<file path="config.mk">
export PLATFORM = sky130hd
export DESIGN_NAME = ctp_div_cell
export DESIGN_NICKNAME = d
export VERILOG_FILES = /design/src/rtl/ctp_pkg.sv /design/src/rtl/ctp_div_cell.sv
export SDC_FILE = /design/constraint.sdc
export NUM_CORES = 1
export LEC_CHECK = 0
export BUFFER_PORTS_ARGS = -buffer_cell sky130_fd_sc_hd__buf_4
export CAP_MARGIN = 20
export CELL_PAD_IN_SITES_DETAIL_PLACEMENT = 0
export CELL_PAD_IN_SITES_GLOBAL_PLACEMENT = 2
export CORE_AREA = 2 2 190 192
export CTS_CLUSTER_SIZE = 12
export DETAILED_ROUTE_END_ITERATION = 8
export DIE_AREA = 0 0 192 194
export GPL_ROUTABILITY_DRIVEN = 0
export HOLD_SLACK_MARGIN = 0.03
export MAX_ROUTING_LAYER = met4
export PLACE_DENSITY = 0.8
export SYNTH_ARGS = -nofsm -noshare
export SYNTH_HDL_FRONTEND = slang
export SYNTH_SLANG_ARGS = --single-unit
</file>
<file path="constraint.sdc">
create_clock -name clk -period 3.7 [get_ports clk]
set_input_delay 0.555 -clock clk [delete_from_list [all_inputs] [get_ports clk]]
set_output_delay 0.555 -clock clk [all_outputs]
set_load 0.05 [all_outputs]
</file>
<file path="src/rtl/ctp_pkg.sv">
// Shared constants, types and saturation helper for the cubic trajectory point block.
`timescale 1ns / 1ps
package ctp_pkg;

  localparam int FRAC_BITS = 16;
  localparam int TQ        = 30;
  localparam int DW        = 32;
  localparam int DVS_W     = 31;
  localparam int NUM_W     = 64 - (TQ - FRAC_BITS);
  localparam int POS_W     = 96 - TQ - FRAC_BITS;
  localparam int VP_W      = 36;
  localparam int W_W       = 36;
  localparam int WM_W      = 31;
  localparam int SAT_W     = 64;

  localparam logic signed [SAT_W-1:0] SAT_HI = 64'sh0000_0000_7FFF_FFFF;
  localparam logic signed [SAT_W-1:0] SAT_LO = 64'shFFFF_FFFF_8000_0000;

  typedef enum logic [1:0] {
    KIND_OK,
    KIND_BAD,
    KIND_EARLY,
    KIND_LATE
  } kind_t;

  typedef struct packed {
    kind_t           kind;
    logic            eq;
    logic [DW-1:0]   p0;
    logic [DW-1:0]   v0;
    logic [DW-1:0]   p1;
    logic [DW-1:0]   v1;
  } side_a_t;

  typedef struct packed {
    logic [DW-1:0]          pos;
    logic signed [VP_W-1:0] velp;
    logic                   fneg;
    logic                   ok;
    logic                   status;
  } side_b_t;

  localparam int SIDE_W  = $bits(side_a_t);
  localparam int SIDEB_W = $bits(side_b_t);

  typedef struct packed {
    logic [DVS_W-1:0]  rem;
    logic [NUM_W-1:0]  num;
    logic [DVS_W-1:0]  dvs;
    logic [SIDE_W-1:0] side;
  } div_word_t;

  function automatic logic [DW-1:0] sat32(input logic signed [SAT_W-1:0] x);
    logic [DW-1:0] r;
    if (x > SAT_HI) begin
      r = SAT_HI[DW-1:0];
    end else if (x < SAT_LO) begin
      r = SAT_LO[DW-1:0];
    end else begin
      r = x[DW-1:0];
    end
    return r;
  endfunction

endpackage

</file>
<file path="src/rtl/ctp_div_cell.sv">
// One restoring division step: shifts one dividend bit into the remainder per cycle while en is high.
`timescale 1ns / 1ps
module ctp_div_cell (
  input  logic              clk,
  input  logic              rst_n,
  input  logic              en,
  input  logic              vld_i,
  input  ctp_pkg::div_word_t word_i,
  output logic              vld_o,
  output ctp_pkg::div_word_t word_o
);
  import ctp_pkg::*;

  logic             vld_r;
  div_word_t        word_r;
  div_word_t        word_nxt;
  logic [DVS_W:0]   sh;
  logic [DVS_W:0]   diff;
  logic             ge;

  always_comb begin
    sh            = {word_i.rem, word_i.num[NUM_W-1]};
    diff          = sh - {1'b0, word_i.dvs};
    ge            = (sh >= {1'b0, word_i.dvs});
    word_nxt      = word_i;
    word_nxt.rem  = ge ? diff[DVS_W-1:0] : sh[DVS_W-1:0];
    word_nxt.num  = {word_i.num[NUM_W-2:0], ge};
  end

  always_ff @(posedge clk) begin
    if (!rst_n) begin
      vld_r <= 1'b0;
    end else if (en) begin
      vld_r <= vld_i;
    end
  end

  always_ff @(posedge clk) begin
    if (en) begin
      word_r <= word_nxt;
    end
  end

  assign vld_o  = vld_r;
  assign word_o = word_r;

endmodule

</file>
==> results.py <==
metrics = {
    "outcome": {
        "status": "completed",
    },
    "timing": {
        "hold_viol_final": 0,
        "setup_viol": 0,
        "setup-tns-final_ns": 0,
        "fin_crit_ns": 2.92,
        "max_freq_ghz": 0.343,
        "rsz0062_at_grt": "no",
        "holdWs_ns": 0.181,
        "layout_setup_ws_ns": 0.783,
        "slew_viol_final": 0,
        "tightest_slew_ns": 0.790,
        "slew-limit-headroom": 0.474,
        "period_share": 0.788,
        "skew_ns": 0,
    },
    "route": {
        "vias": 7021,
        "wl_um": 33700,
        "route.detailed.drc": 0,
        "vias_per_cell": 4.41,
        "antenna_left": 0,
        "first_pass_iters": 5,
        "drt_iter0_markers": 301,
        "wl_per_cell_um": 21.1,
    },
    "floorplan": {
        "fp.dieH_um": 194,
        "die_area_sq_mm": 0.0372,
        "io_pins": 491,
        "start_util": 0.269,
        "coreArea_sq_mm": 0.0352,
        "fp-row-count": 69,
        "die_x_um": 192,
    },
    "critical_path": {
        "path_cells": "buf_4 > inv_1 > ha_1 > a21o_1 > a21o_1 > a2111oi_2 > nor3_1 > a211o_1 > nor2_4 > buf_4 > o21ai_0",
        "critPathMaxStageDelay_ns": 0.40,
        "path_class": "in2reg",
        "arrival_ns": 3.18,
        "rr_worst_depth": 2,
        "start_kind": "input port",
        "crit_fanout": 36,
        "cp_slowest_cell": "buf_4",
        "worst_setup_path_end_kind": "register",
        "required_ns": 3.96,
    },
    "synthesis": {
        "synth-seq-cells": 244,
        "synthMuxAreaShare": 0.00264,
        "synthCells": 589,
        "synthXorXnorAreaFrac": 0.0213,
        "synth_top_cells_by_count": "edfxtp_1 (243), nand2_1 (52), inv_1 (43)",
        "async_flop_share": 0,
        "synth_top_family_by_area": "compound AO/OA/AOI/OAI gates",
        "ys_seq_area_frac": 0.772,
        "yosys_warnings": 0,
        "syn_area_per_cell_sq_um": 16.1,
        "synth_edf_count": 243,
        "synth_cell_type_count": 54,
        "synth_compound_area_frac": 0.0837,
        "synth.area.top_cells": "edfxtp_1 (77%), ha_1 (4.1%), o21ai_0 (2.2%)",
        "yosys.area_share.simple": 0.0512,
        "synth.top_cell.area_share": 0.770,
        "synth_nets": 868,
        "synth_area_sq_mm": 0.00948,
        "ys.flop_type": "edfxtp_1",
        "synth_fa_ha_area_frac": 0.0430,
        "yosysMostFrequentCell": "edfxtp_1",
        "yosysTopAreaCell": "edfxtp_1",
    },
    "final_layout": {
        "drive_above_1_share": 0.488,
        "final_cells": 1593,
        "area_growth_pct": 55.6,
        "finish.net_count": 1384,
        "fill_cells": 3320,
    },
    "power": {
        "power.total_w": 0.00828,
        "powerDensity_mw_per_mm2": 561,
        "leakagePower_nw": 6.30,
        "peakVddDrop_uv": 328,
    },
    "cts": {
        "cts_root_buf": "clkbuf_16",
        "post_cts_buffers": 0,
        "clkSinkCount": 244,
        "numCtsBuffers": 29,
        "clkLatencyLatePin_ns": 0.55,
        "cts_resized": 0,
        "path_clk_slew_ns": 0.06,
        "cts_max_level": 1,
        "holdBufCountCts": 0,
        "cts_tree": "done",
        "cts_buffer_depth": 3,
    },
    "grt": {
        "grt_pass1_wl_um": 46500,
        "grt_pass1_vias": 7024,
        "grt_max_degree": 97,
        "grtUsageTotal": 0.175,
        "overflow": 0,
        "antenna_found_initial": 4,
    },
    "run": {
        "cap_violations": 0,
    },
    "min_path": {
        "hold_depth": 1,
        "hp-class": "in2reg",
    },
    "placed_design": {
        "post-place-cells": 1535,
        "post-place-ws_ns": 0.201,
        "dpl.hpwl_um": 26400,
        "io_buffers": 490,
    },
}
where the power goes:
part / switching [W] / internal, W
sequential: 0.0000720 / 0.00333
clock: 0.00114 / 0.00178
combinational: 0.00134 / 0.000623
stage by stage:
stage | util | instance area (sq um)
2_1_floorplan | - | 9480
3_3_place_gp | 0.391 | 13800
3_5_place_dp | 0.391 | 13800
4_1_cts | 0.418 | 14700
5_1_grt | 0.419 | 14700
6_report | 0.419 | 14700
worst paths after layout:
check	startpoint	to	slack, ns
setup / recovery	word_i[156]	word_o[226]$_DFFE_PP_	0.78
setup reg to reg	vld_o$_SDFFE_PN0P_	vld_o$_SDFFE_PN0P_	3.11
hold / removal	word_i[113]	word_o[113]$_DFFE_PP_	0.18
hold reg to reg	vld_o$_SDFFE_PN0P_	vld_o$_SDFFE_PN0P_	0.53
cells by family after synthesis:
kind of cell	Yosys count
fa+ha+maj	32
simple gates	105
mux	2
xor+xnor	23
buf+inv	59
flops	244
compound gates	124
sequential cells by signal (all words and copies together), names as in the netlist:
register / flops
word_o: 243
vld_o: 1
metal layers:
metal / GRT usage / up-vias / share of wire
met2: 0.305 / 277 / 0.52
met3: 0.0532 / 42 / 0.088
met1: 0.195 / 3432 / 0.37
met4: 0.0450 / 0 / 0.021
li1: - / 3270 / -
met5: - / - / 0
worst max-delay path: cells and delay by family:
kind | cells | cell delay, ns
AOI/OAI and AO/OA | 5 | 1.27
buffers and inverters | 3 | 0.55
and+or+nand+nor | 2 | 0.42
adders and majority gates | 1 | 0.35
placed cells by master, fill, tap and decap left out, drive strengths merged, types with 5 or more instances in the layout:
| cell type | instances |
|---|---|
| o31ai | 5 |
| clkinv | 14 |
| a21o | 6 |
| edfxtp | 243 |
| a211oi | 8 |
| o21ai | 41 |
| inv | 46 |
| clkbuf | 33 |
| xor2 | 11 |
| nand4 | 5 |
| bufinv | 5 |
| a21oi | 34 |
| nor2 | 16 |
| nor2b | 5 |
| xnor2 | 12 |
| ha | 31 |
| buf | 500 |
| nand2b | 5 |
| nand2 | 52 |
| o21bai | 5 |
area by class of cell:
class	count	area, sq um	share of cell area
Clock buffer	33	741	0.0502
Timing Repair Buffer	500	3790	0.257
Antenna cell	4	10.0	0.000679
Clock inverter	21	231	0.0157
Tap cell	461	577	0.0391
Multi-Input combinational cell	286	1920	0.130
Inverter	44	168	0.0114
Sequential cell	244	7320	0.496
(Power assumes the default switching activity.)
